File: src/hdl/amgs_pkg.sv
`timescale 1ns / 1ps

package amgs_pkg;

	localparam int MAX_VERTICES = 16;
	localparam int KEY_BITS     = 16;
	localparam int WEIGHT_BITS  = 16;

	localparam int VIDX_W  = $clog2(MAX_VERTICES);
	localparam int CNT_W   = $clog2(MAX_VERTICES + 1);
	localparam int EDGES   = MAX_VERTICES * MAX_VERTICES;
	localparam int EADDR_W = $clog2(EDGES);

	localparam int Q_DEPTH = 2;
	localparam int QPTR_W  = $clog2(Q_DEPTH);
	localparam int QCNT_W  = $clog2(Q_DEPTH + 1);

	localparam logic [1:0] STAT_OK        = 2'd0;
	localparam logic [1:0] STAT_NOT_FOUND = 2'd1;
	localparam logic [1:0] STAT_FULL      = 2'd2;

	typedef enum logic [1:0] {
		OP_ADD_VERTEX    = 2'd0,
		OP_ADD_EDGE      = 2'd1,
		OP_GET_WEIGHT    = 2'd2,
		OP_GET_NEIGHBORS = 2'd3
	} op_t;

	typedef struct packed {
		op_t                    op;
		logic [KEY_BITS-1:0]    key_a;
		logic [KEY_BITS-1:0]    key_b;
		logic [WEIGHT_BITS-1:0] weight;
	} cmd_t;

	typedef enum logic [3:0] {
		S_IDLE,
		S_CLR_ROW,
		S_CLR_COL,
		S_SRC,
		S_DST,
		S_WREAD,
		S_NB_RD,
		S_NB_CHK,
		S_NB_KEY,
		S_NB_END,
		S_EMIT
	} state_t;

	function automatic logic [EADDR_W-1:0] edge_index(input logic [VIDX_W-1:0] row,
		input logic [VIDX_W-1:0] col);
		return EADDR_W'(row) * EADDR_W'(MAX_VERTICES) + EADDR_W'(col);
	endfunction

endpackage

File: src/hdl/amgs_queue.sv
`timescale 1ns / 1ps

module amgs_queue (
	input  logic           clk,
	input  logic           arst_n,
	input  logic           push_valid,
	output logic           push_ready,
	input  amgs_pkg::cmd_t push_cmd,
	output logic           pop_valid,
	input  logic           pop_ready,
	output amgs_pkg::cmd_t pop_cmd
);

	amgs_pkg::cmd_t                entry_q [amgs_pkg::Q_DEPTH];
	logic [amgs_pkg::QPTR_W-1:0]   wr_ptr_q;
	logic [amgs_pkg::QPTR_W-1:0]   rd_ptr_q;
	logic [amgs_pkg::QCNT_W-1:0]   fill_q;
	logic                          push;
	logic                          pop;

	assign push_ready = fill_q != amgs_pkg::QCNT_W'(amgs_pkg::Q_DEPTH);
	assign pop_valid  = fill_q != '0;
	assign pop_cmd    = entry_q[rd_ptr_q];
	assign push       = push_valid && push_ready;
	assign pop        = pop_valid && pop_ready;

	always_ff @(posedge clk or negedge arst_n) begin
		if (!arst_n) begin
			wr_ptr_q <= '0;
			rd_ptr_q <= '0;
			fill_q   <= '0;
		end else begin
			if (push) begin
				wr_ptr_q <= (wr_ptr_q == amgs_pkg::QPTR_W'(amgs_pkg::Q_DEPTH - 1)) ?
					'0 : wr_ptr_q + 1'b1;
			end
			if (pop) begin
				rd_ptr_q <= (rd_ptr_q == amgs_pkg::QPTR_W'(amgs_pkg::Q_DEPTH - 1)) ?
					'0 : rd_ptr_q + 1'b1;
			end
			if (push && !pop) begin
				fill_q <= fill_q + 1'b1;
			end else if (pop && !push) begin
				fill_q <= fill_q - 1'b1;
			end
		end
	end

	always_ff @(posedge clk) begin
		if (push) begin
			entry_q[wr_ptr_q] <= push_cmd;
		end
	end

endmodule

File: config.mk
export PLATFORM = sky130hd
export DESIGN_NAME = amgs_queue
export DESIGN_NICKNAME = d
export VERILOG_FILES = /design/src/hdl/amgs_pkg.sv /design/src/hdl/amgs_queue.sv
export SDC_FILE = /design/constraint.sdc
export NUM_CORES = 1
export LEC_CHECK = 0
export BUFFER_PORTS_ARGS = -buffer_cell sky130_fd_sc_hd__buf_2
export CAP_MARGIN = 20
export CORE_MARGIN = 3
export CORE_UTILIZATION = 45
export CTS_BUF_LIST = sky130_fd_sc_hd__clkbuf_16
export DETAILED_ROUTE_END_ITERATION = 10
export PLACE_DENSITY = 0.71
export SLEW_MARGIN = 20
export SYNTH_ARGS = -nofsm -noshare
export SYNTH_HDL_FRONTEND = slang
export SYNTH_SLANG_ARGS = --single-unit
File: constraint.sdc
create_clock -name clk -period 3.6 [get_ports clk]
set_input_delay 1.08 -clock clk [delete_from_list [all_inputs] [get_ports clk]]
set_output_delay 1.08 -clock clk [all_outputs]
set_load 0.005 [all_outputs]
==> impl_metrics.toml <==
[outcome]
status = "finished, final reports clean"

[clock_tree]
h-tree-depth = 3
cts_buffer_depth = 2
clkTransAtPathRegs_ns = 0.06
clk_latency_ns = 0.33
cts_hold_buffers = 0
clock-sinks = 104
cts_tree = "built"
clock-root-buffer = "clkbuf_16"
cts.repair.resized = 0
post-cts-setup-buffer-count = 0
numCtsBuffers = 9

[global_routing]
antenna_found_initial = 1
met3_usage_pct = 3.74
busiest_layer = "met2"
grtUsageMet1_pct = 13.7
grt.total_usage_pct = 12.0
met2_usage_pct = 20.9
grt_max_degree = 52
grt_pass1_wl_um = 9030
gr-total-overflow = 0
grt_pass1_vias = 1853

[synth]
synth.distinct_cells = 15
ys_ff_latch = 104
avgSynthCellArea_sq_um = 23.3
yosys.area.top_type = "edfxtp_1"
synth_top_area_share_pct = 74.1
yosysWarnings = 0
seq_area_frac_synth_pct = 76.5
syn-cell-area_sq_um = 4060
ys_top_cells_by_area = "edfxtp_1 74%, mux2_4 18%, buf_12 2.5%"
syn_nets = 229
syn-instance-count = 174

[drt]
dr_total_vias = 1901
vias_per_cell = 4.76
wl_um = 6070
post_drt_wl_per_cell_um = 15.2
ant_nets = 0
drt_first_iter_violations = 68
drc = 0
firstDrtPassIters = 4

[setup_path]
crit_family = "flip-flops"
cpPeakStageDelay_ns = 1.07
path_buf_inv = 1
arrival_ns = 1.94
start_kind = "flip-flop"
cp_data_required_time_ns = 2.52
setup.worst_path.end_class = "output port"
crit_type = "flip-flop to output port"
critPathSlowestCell = "dfrtp_4"
cp_cell_sequence = "mux2_2, buf_2"
ff2ff_path_depth = 4
cp.depth = 2
worstPathMaxFanout = 51

[sta]
slew_violations = 0
tightest_slew_ns = 0.956
period_needed_ns = 3.02
clock_skew_ns = 0.00545
slew_headroom_pct = 36.3
hold_viol = 0
finalSetupViolations = 0
rsz0062_at_grt = "no"
fmax_mhz = 331
tns_ns = 0
timing.hold.ws_ns = 0.510
finalCritPeriodShare_pct = 84.0

[pwr]
p_comb_share_pct = 27.6
p_int_mw = 2.89
pwr-share-clk_pct = 24.4
cellLeakagePower_nw = 2.01
seqPwrFrac_pct = 48.1
p_per_area_nw_per_um2 = 791
switching_power_mw = 1.03
p_sw_share_pct = 26.3
ir_worst_vdd_mv = 0.646

[die]
pin_count = 106
die_area_sq_um = 10200
die-width_um = 101
fp.coreArea_sq_um = 8720
start_util_pct = 46.5
die_h_um = 101
rows = 34

[placed_design]
io_buffers = 105
place_hpwl_um = 3990
place_congestion = 0.662
place_area_sq_um = 4660

[final_layout]
diodes = 0
design_area_sq_um = 4960
area_delta_synth_final_pct = 22.3
drive_above_1_share_pct = 60.5
nNetsFinal = 341

[hold_path]
hold_path_class = "flip-flop to flip-flop"
whs_path_depth = 1

[job]
drv_cap = 0
-- cell usage after synthesis --
library cell / instances
or2_1: 1
xnor2_1: 3
and3_1: 1
inv_1: 1
buf_6: 1
dfrtp_1: 4
buf_12: 5
nand2b_1: 1
nand2_1: 2
mux2_2: 1
edfxtp_1: 100
ha_1: 1
mux2_4: 49
xor2_1: 2
nor2_1: 2
-- sequential cells by signal, indices dropped and copies added (netlist names) --
name,flops
entry_q,100
wr_ptr_q,1
fill_q,2
rd_ptr_q,1
-- cell type report --
cell class                      instances  area (sq um)
Sequential cell                       104          3110
Timing Repair Buffer                  107           566
Inverter                                1          3.75
Tap cell                              108           135
Clock inverter                          7          77.6
Fill cell                             670          3760
Multi-Input combinational cell         63           846
Clock buffer                            9           225
-- cells in the final DEF, fill, tap and decap left out --
cell        Yosys  routed
buf_2           0     105
xnor2_1         3       3
dfrtp_4         0       1
clkinv_2        0       1
bufinv_16       0       1
nand2b_1        1       1
clkbuf_16       0       9
dfrtp_1         4       3
edfxtp_1      100     100
inv_1           1       1
nor2_1          2       1
or2_1           1       1
and3_2          0       1
xor2_1          2       2
nand2_1         2       2
clkinv_4        0       2
nor2_4          0       1
clkinvlp_4      0       1
ha_1            1       1
mux2_4         49      49
mux2_2          1       1
buf_12          5       2
inv_6           0       2
-- logic make-up (layout without fill, tap and decap cells) --
| group | count (synthesis) | in the layout | share of synthesized area [%] |
|---|---|---|---|
| simple gates | 7 | 7 | 0.834 |
| mux | 50 | 50 | 18.4 |
| flops | 104 | 104 | 76.5 |
| xor+xnor | 5 | 5 | 1.08 |
| fa+ha+maj | 1 | 1 | 0.308 |
| buf+inv | 7 | 124 | 2.84 |
-- metal layers --
layer  vias up  routed length [um]
li1        901                   -
met1       924                2290
met2        62                3200
met3        12                 465
met4         2                  97
met5         -                  13
-- power groups by stage --
stage,sequential (mW),clock (mW),combinational (mW)
final,1.89,0.956,1.08
after global routing,1.93,1.05,1.17
after CTS,1.90,0.987,1.11
after detailed placement,1.92,0,1.11
after global placement,1.91,0,1.10
after floorplan,1.75,0,0.943
-- through the flow --
stage               utilization, %  power [mW]  cells  worst slack [ns]
floorplan                        -        2.69    174             0.707
global placement              53.4        3.01    383             0.895
detailed placement            53.4        3.03    383             0.891
CTS                           56.9        4.00    399             0.521
global route                  56.9        4.15    399             0.470
finish                        56.9        3.92    399             0.576
-- final timing paths --
| path | start | endpoint | slack (ns) |
|---|---|---|---|
| worst max-delay path | rd_ptr_q | pop_cmd[29] | 0.58 |
| worst min-delay path | fill_q[1] | fill_q[1] | 0.51 |
| worst max register to register | fill_q[0] | entry_q[0][33] | 1.72 |
| worst min register to register | fill_q[1] | fill_q[1] | 0.51 |
| max in group asynchronous | arst_n | rd_ptr_q | 2.92 |
| min in group asynchronous | arst_n | fill_q[1] | 0.55 |
Power figures use the tool's default switching activity.
