<file path="src/hdl/amgs_pkg.sv">
`timescale 1ns / 1ps

package amgs_pkg;

	localparam int MAX_VERTICES = 16;
	localparam int KEY_BITS     = 16;
	localparam int WEIGHT_BITS  = 16;

	localparam int VIDX_W  = $clog2(MAX_VERTICES);
	localparam int CNT_W   = $clog2(MAX_VERTICES + 1);
	localparam int EDGES   = MAX_VERTICES * MAX_VERTICES;
	localparam int EADDR_W = $clog2(EDGES);

	localparam int Q_DEPTH = 2;
	localparam int QPTR_W  = $clog2(Q_DEPTH);
	localparam int QCNT_W  = $clog2(Q_DEPTH + 1);

	localparam logic [1:0] STAT_OK        = 2'd0;
	localparam logic [1:0] STAT_NOT_FOUND = 2'd1;
	localparam logic [1:0] STAT_FULL      = 2'd2;

	typedef enum logic [1:0] {
		OP_ADD_VERTEX    = 2'd0,
		OP_ADD_EDGE      = 2'd1,
		OP_GET_WEIGHT    = 2'd2,
		OP_GET_NEIGHBORS = 2'd3
	} op_t;

	typedef struct packed {
		op_t                    op;
		logic [KEY_BITS-1:0]    key_a;
		logic [KEY_BITS-1:0]    key_b;
		logic [WEIGHT_BITS-1:0] weight;
	} cmd_t;

	typedef enum logic [3:0] {
		S_IDLE,
		S_CLR_ROW,
		S_CLR_COL,
		S_SRC,
		S_DST,
		S_WREAD,
		S_NB_RD,
		S_NB_CHK,
		S_NB_KEY,
		S_NB_END,
		S_EMIT
	} state_t;

	function automatic logic [EADDR_W-1:0] edge_index(input logic [VIDX_W-1:0] row,
		input logic [VIDX_W-1:0] col);
		return EADDR_W'(row) * EADDR_W'(MAX_VERTICES) + EADDR_W'(col);
	endfunction

endpackage

</file>
<file path="src/hdl/amgs_front.sv">
`timescale 1ns / 1ps

module amgs_front (
	input  logic                clk,
	input  logic                arst_n,
	input  logic                in_valid,
	output logic                in_ready,
	input  logic [1:0]          opcode,
	input  logic [15:0]         vertex_key,
	input  logic [15:0]         other_key,
	input  logic signed [15:0]  weight_in,
	output logic                cmd_valid,
	input  logic                cmd_ready,
	output amgs_pkg::cmd_t      cmd
);

	logic           fr_v_q;
	amgs_pkg::cmd_t fr_cmd_q;
	amgs_pkg::cmd_t cls_cmd;

	// Keys are reduced to the table key width; the weight is sign extended
	// or truncated to the stored weight width.
	always_comb begin
		cls_cmd.key_a  = amgs_pkg::KEY_BITS'(vertex_key);
		cls_cmd.key_b  = amgs_pkg::KEY_BITS'(other_key);
		cls_cmd.weight = amgs_pkg::WEIGHT_BITS'(weight_in);
		cls_cmd.op     = amgs_pkg::op_t'(opcode);
	end

	assign in_ready  = !fr_v_q || cmd_ready;
	assign cmd_valid = fr_v_q;
	assign cmd       = fr_cmd_q;

	always_ff @(posedge clk or negedge arst_n) begin
		if (!arst_n) begin
			fr_v_q <= 1'b0;
		end else if (in_ready) begin
			fr_v_q <= in_valid;
		end
	end

	always_ff @(posedge clk) begin
		if (in_valid && in_ready) begin
			fr_cmd_q <= cls_cmd;
		end
	end

endmodule

</file>
<file path="config.mk">
export PLATFORM = sky130hd
export DESIGN_NAME = amgs_front
export DESIGN_NICKNAME = d
export VERILOG_FILES = /design/src/hdl/amgs_pkg.sv /design/src/hdl/amgs_front.sv
export SDC_FILE = /design/constraint.sdc
export NUM_CORES = 1
export LEC_CHECK = 0
export BUFFER_PORTS_ARGS = -buffer_cell sky130_fd_sc_hd__buf_2
export CORE_ASPECT_RATIO = 0.7
export CORE_UTILIZATION = 42
export CTS_BUF_LIST = sky130_fd_sc_hd__clkbuf_4
export CTS_CLUSTER_DIAMETER = 80
export DETAILED_ROUTE_END_ITERATION = 12
export PLACE_DENSITY_LB_ADDON = 0.15
export SLEW_MARGIN = 20
export SYNTH_ARGS = -nofsm -noshare
export SYNTH_HDL_FRONTEND = slang
export SYNTH_SLANG_ARGS = --single-unit
</file>
<file path="constraint.sdc">
create_clock -name clk -period 1.65 [get_ports clk]
set_input_delay 0.0825 -clock clk [delete_from_list [all_inputs] [get_ports clk]]
set_output_delay 0.0825 -clock clk [all_outputs]
set_load 0.01 [all_outputs]
</file>
==> flow_summary_export.csv, run 1 <==
group,metric,value,unit
cts,post_cts_buffers,0,
cts,htreeDepth,2,
cts,cts-resized-gates,0,
worst_setup_path,cp_max_fo,3,
detailed_routing,drt_iter0_drc,41,
placed_design,port_buffers,105,
worst_setup_path,critPathMaxStageDelay,0.55,ns
status,outcome,"complete, no violations",
timing,max_freq,0.822,GHz
global_routing,use_met2,0.354,
timing,period_share,0.738,
timing,rsz0062_at_grt,"false",
placed_design,place_hpwl,1940,um
worst_setup_path,crit_path_cell_trace,"nand2b_4, nand2b_1, dlygate4sd3_1",
detailed_routing,via_per_inst,4.18,
global_routing,grt_max_degree,51,
global_routing,grt_usage,0.193,
cts,clk_pin_slew,0.12,ns
detailed_routing,finalWirelength,3640,um
global_routing,grt_first_pass_wirelength,5150,um
timing,setup_tns,0,ns
worst_setup_path,start_kind,"flip-flop",
power,max-vdd-ir-drop,0.617,mV
global_routing,antenna_found_initial,0,
cts,cts-root-buf,"clkbuf_4",
floorplanning,row_count,18,
cts,tritoncts,"done",
worst_setup_path,crit_slowest_cell,"dlygate4sd3_1",
final_layout,final_cell_mix,"105 x buf_2, 53 x dlygate4sd3_1, 50 x edfxtp_1",
timing,worst_pin_slew,0.251,ns
power,power_density,854,mW/mm^2
cts,cts-buffers-inserted,5,
detailed_routing,ant_nets,0,
detailed_routing,post_drt_wl_per_cell,13.4,um
min_path,min_path_type,"in -> async",
synthesis,synthCells,54,
synthesis,yosysWarnings,0,
detailed_routing,drc,0,
floorplanning,fp.dieW,74.7,um
synthesis,ys_seq_elements,51,
worst_setup_path,end_kind,"flip-flop",
detailed_routing,vias,1133,
timing,slew_violations,0,
global_routing,gr-total-overflow,0,
global_routing,grt_util_met3,0.0819,
job,cap_violations,0,
timing,finalSetupViolCount,0,
worst_setup_path,required,1.88,ns
floorplanning,core-area,0.00354,sq mm
cts,clkLatencyLatePin,0.34,ns
floorplanning,start_util,0.440,
synthesis,netlist_area,0.00156,sq mm
synthesis,synth.distinct_cells,5,
floorplanning,die_area,0.00395,sq mm
power,p_leak,1.18,nW
final_layout,fill_cells,201,
global_routing,met1_usage,0.194,
final_layout,fin_util,0.777,
global_routing,grt_busiest_layer,"met2",
cts,cts.sinks,51,
timing,skew,0.00635,ns
timing,slew_headroom,0.833,
cts,cts.path.max_buffers,2,
floorplanning,io_pins,106,
final_layout,diodes,0,
synthesis,avgSynthCellArea,28.8,sq um
timing,hold_violations,0,
final_layout,nets,274,
cts,postCtsHoldBufs,53,
detailed_routing,dr.pass1.iters,4,
worst_setup_path,path_class,"reg -> reg",
timing,min_period,1.22,ns
floorplanning,dieHeight,52.9,um
worst_setup_path,crit_arrival,1.45,ns
final_layout,final_common_cell,"buf_2",
global_routing,grt_pass1_vias,1124,
final_layout,synthToLayoutAreaGrowth,76.6,%
final_layout,drive_gt1_frac,0.516,
placed_design,gp_congestion,0.616,
synthesis,yosysSeqAreaShare,0.981,
synthesis,syn_nets,108,
## cells in the mapped netlist, drive strengths merged
cell,instances,area share
and2,1,0.0056
edfxtp,50,0.97
dfrtp,1,0.016
nand2b,2,0.013
## metrics by stage
step / cells / setup slack (ns) / total power, W / hold slack [ns] / instance area [sq um]
finish: 271 / 0.433 / 0.00235 / 0.0539 / 2750
global route: 271 / 0.381 / 0.00244 / 0.0375 / 2750
CTS: 271 / 0.421 / 0.00237 / 0.00492 / 2750
detailed placement: 210 / 0.438 / 0.00176 / -0.141 / 2160
global placement: 210 / 0.470 / 0.00175 / -0.143 / 2160
floorplan: 54 / 0.293 / 0.00162 / -0.213 / 1560
## sequential cells by signal, indices dropped and copies added (netlist names)
register / flops
cmd: 50
cmd_valid: 1
## cell type report
class,count,area (sq um),area share
Clock inverter,2,7.51,0.00273
Multi-Input combinational cell,3,28.8,0.0105
Sequential cell,51,1530,0.556
Tap cell,50,62.6,0.0228
Clock buffer,6,45.0,0.0164
Timing Repair Buffer,159,1080,0.392
## layer usage
metal	vias up	wire [um]
li1	546	-
met1	513	1280
met2	67	1900
met3	7	409
met4	0	49
met5	-	0
## critical path, delay by kind of cell (launching register included)
family | cells | cell delay (ns)
simple gates | 2 | 0.13
flops | 1 | 0.43
buf+inv | 1 | 0.55
## logic make-up (layout without fill, tap and decap cells)
kind of cell,count (synthesis),after routing,synth area share
and+or+nand+nor,3,3,0.0185
DFF,51,51,0.981
buffers and inverters,0,167,0
## path summary, 6_finish.rpt
kind / startpoint / end / slack [ns] / cells after the start
min in group clk: other_key[1] / cmd[17] / 0.43 / 2
setup reg to reg: cmd_valid / cmd_valid / 0.43 / 3
hold reg to reg: cmd_valid / cmd[26] / 1.00 / 3
setup / recovery: cmd_valid / cmd_valid / 0.43 / 3
max in group asynchronous: arst_n / cmd_valid / 1.51 / 2
hold / removal: arst_n / cmd_valid / 0.05 / 2
## report_power, final
group / internal, W / switching [W] / total, W / leakage [nW]
logic: 0.000181 / 0.000128 / 0.000309 / 0.657
registers: 0.00151 / 0.0000177 / 0.00152 / 0.487
clock network: 0.000175 / 0.000337 / 0.000512 / 0.0307
Power figures use the tool's default switching activity.
==> inputs of run 2 (changes only) <==
==> constraint.sdc (replaced) <==
create_clock -name clk -period 1.3 [get_ports clk]
set_input_delay 0.065 -clock clk [delete_from_list [all_inputs] [get_ports clk]]
set_output_delay 0.065 -clock clk [all_outputs]
set_load 0.01 [all_outputs]
==> flow_summary_export.csv, run 2 (synthesis results as in run 1) <==
group,metric,value,unit
placed_design,dp_slack,0.141,ns
placed_design,gp_congestion,0.659,
cts,cts-resized-gates,0,
detailed_routing,drt_iter0_drc,52,
timing,slew_violations,0,
floorplanning,core-area,0.00354,sq mm
final_layout,fin_util,0.785,
min_path,min_path_type,"in -> reg",
detailed_routing,vias,1149,
worst_setup_path,startpoint,"cmd_valid",
floorplanning,io_pins,106,
worst_setup_path,path_class,"reg -> reg",
floorplanning,die_area,0.00395,sq mm
timing,hold_violations,0,
global_routing,use_met2,0.317,
cts,clk_pin_slew,0.13,ns
power,power_density,1080,mW/mm^2
worst_setup_path,crit_arrival,1.46,ns
global_routing,grt_first_pass_wirelength,5000,um
global_routing,grt_usage,0.188,
detailed_routing,post_drt_wl_per_cell,12.8,um
cts,cts-buffers-inserted,5,
global_routing,grt_busiest_layer,"met2",
final_layout,final_cell_mix,"105 x buf_2, 54 x dlygate4sd3_1, 50 x edfxtp_1",
timing,fin_ws,0.0896,ns
final_layout,synthToLayoutAreaGrowth,78.5,%
placed_design,port_buffers,105,
final_layout,largest_reg_flops,50,
cts,cts.path.max_buffers,2,
global_routing,grt_pass1_vias,1136,
job,cap_violations,0,
worst_setup_path,reg2reg_to,"cmd_valid",
detailed_routing,finalWirelength,3500,um
timing,max_freq,0.826,GHz
timing,skew,0.00613,ns
worst_setup_path,required,1.55,ns
timing,min_period,1.21,ns
floorplanning,dieHeight,52.9,um
worst_setup_path,start_kind,"flip-flop",
worst_setup_path,reg2reg_depth,3,
timing,worst_pin_slew,0.153,ns
final_layout,fin_area,0.00278,sq mm
timing,finalSetupViolCount,0,
detailed_routing,dr.pass1.iters,4,
worst_setup_path,r2r-start,"cmd_valid",
worst_setup_path,end_kind,"flip-flop",
cts,clkLatencyLatePin,0.35,ns
timing,rsz0062_at_grt,"false",
final_layout,ff_latch_area,0.00153,sq mm
final_layout,drive_gt1_frac,0.516,
final_layout,diodes,0,
global_routing,grt_max_degree,30,
cts,post_cts_buffers,0,
detailed_routing,ant_nets,0,
timing,period_share,0.931,
cts,tritoncts,"done",
final_layout,nets,276,
status,outcome,"complete, no violations",
cts,htreeDepth,2,
floorplanning,row_count,18,
detailed_routing,drc,0,
power,max-vdd-ir-drop,0.844,mV
detailed_routing,via_per_inst,4.21,
final_layout,fill_cells,213,
worst_setup_path,crit_end,"cmd_valid",
power,p_leak,1.19,nW
global_routing,grt_util_met3,0.0971,
placed_design,post_dp_cell_area,0.00218,sq mm
timing,slew_headroom,0.898,
worst_setup_path,cp_max_fo,3,
global_routing,gr-total-overflow,0,
final_layout,final_common_cell,"buf_2",
worst_setup_path,rrSetupSlack,0.09,ns
global_routing,met1_usage,0.191,
final_layout,multi_input_area,28.8,sq um
floorplanning,start_util,0.440,
global_routing,antenna_found_initial,0,
cts,cts-root-buf,"clkbuf_4",
cts,postCtsHoldBufs,54,
floorplanning,fp.dieW,74.7,um
cts,cts.sinks,51,
timing,hold_slack,0.366,ns
## run 2: metal layers
metal	share of wire	vias to the layer above
met2	0.50	66
met1	0.37	527
li1	-	549
met4	0.016	0
met5	0	-
met3	0.12	7
## run 2: report_power, final
part	total (W)	switching, W	leakage, nW	internal (W)
Combinational	0.000403	0.000163	0.671	0.000239
Clock	0.000668	0.000445	0.0307	0.000222
Sequential	0.00193	0.0000220	0.487	0.00191
Total	0.00300	0.000631	1.19	0.00237
## run 2: worst max-delay path: stages, from the launching register on
cell           delay (ns)
dfrtp_1              0.43
nand2b_4             0.08
nand2b_1             0.05
dlygate4sd3_1        0.54
## run 2: worst min-delay path by stage
| stage | from | end | slack, ns | cells past startpoint |
|---|---|---|---|---|
| 2_1_floorplan | arst_n | cmd_valid | -0.23 | 0 |
| 3_3_place_gp | arst_n | cmd_valid | -0.16 | 1 |
| 3_5_place_dp | arst_n | cmd_valid | -0.16 | 1 |
| 4_1_cts | cmd_ready | cmd[42] | 0.36 | 4 |
| 5_1_grt | cmd_ready | cmd[33] | 0.37 | 4 |
| 6_report | cmd_ready | cmd[33] | 0.37 | 4 |
## run 2: area by class of cell
type | count | area share
clock inverters | 2 | 0.00270
repair buffers | 161 | 0.398
clock buffers | 6 | 0.0162
multi-input cells | 3 | 0.0104
flip-flops and latches | 51 | 0.550
well taps | 50 | 0.0225
## run 2: stage by stage
| step | std cells | power [W] | TNS [ns] |
|---|---|---|---|
| after CTS | 273 | 0.00301 | 0 |
| after floorplan | 54 | 0.00206 | -2.71 |
| final | 273 | 0.00300 | 0 |
| after global placement | 211 | 0.00223 | 0 |
| after detailed placement | 211 | 0.00225 | 0 |
| after global routing | 273 | 0.00313 | 0 |
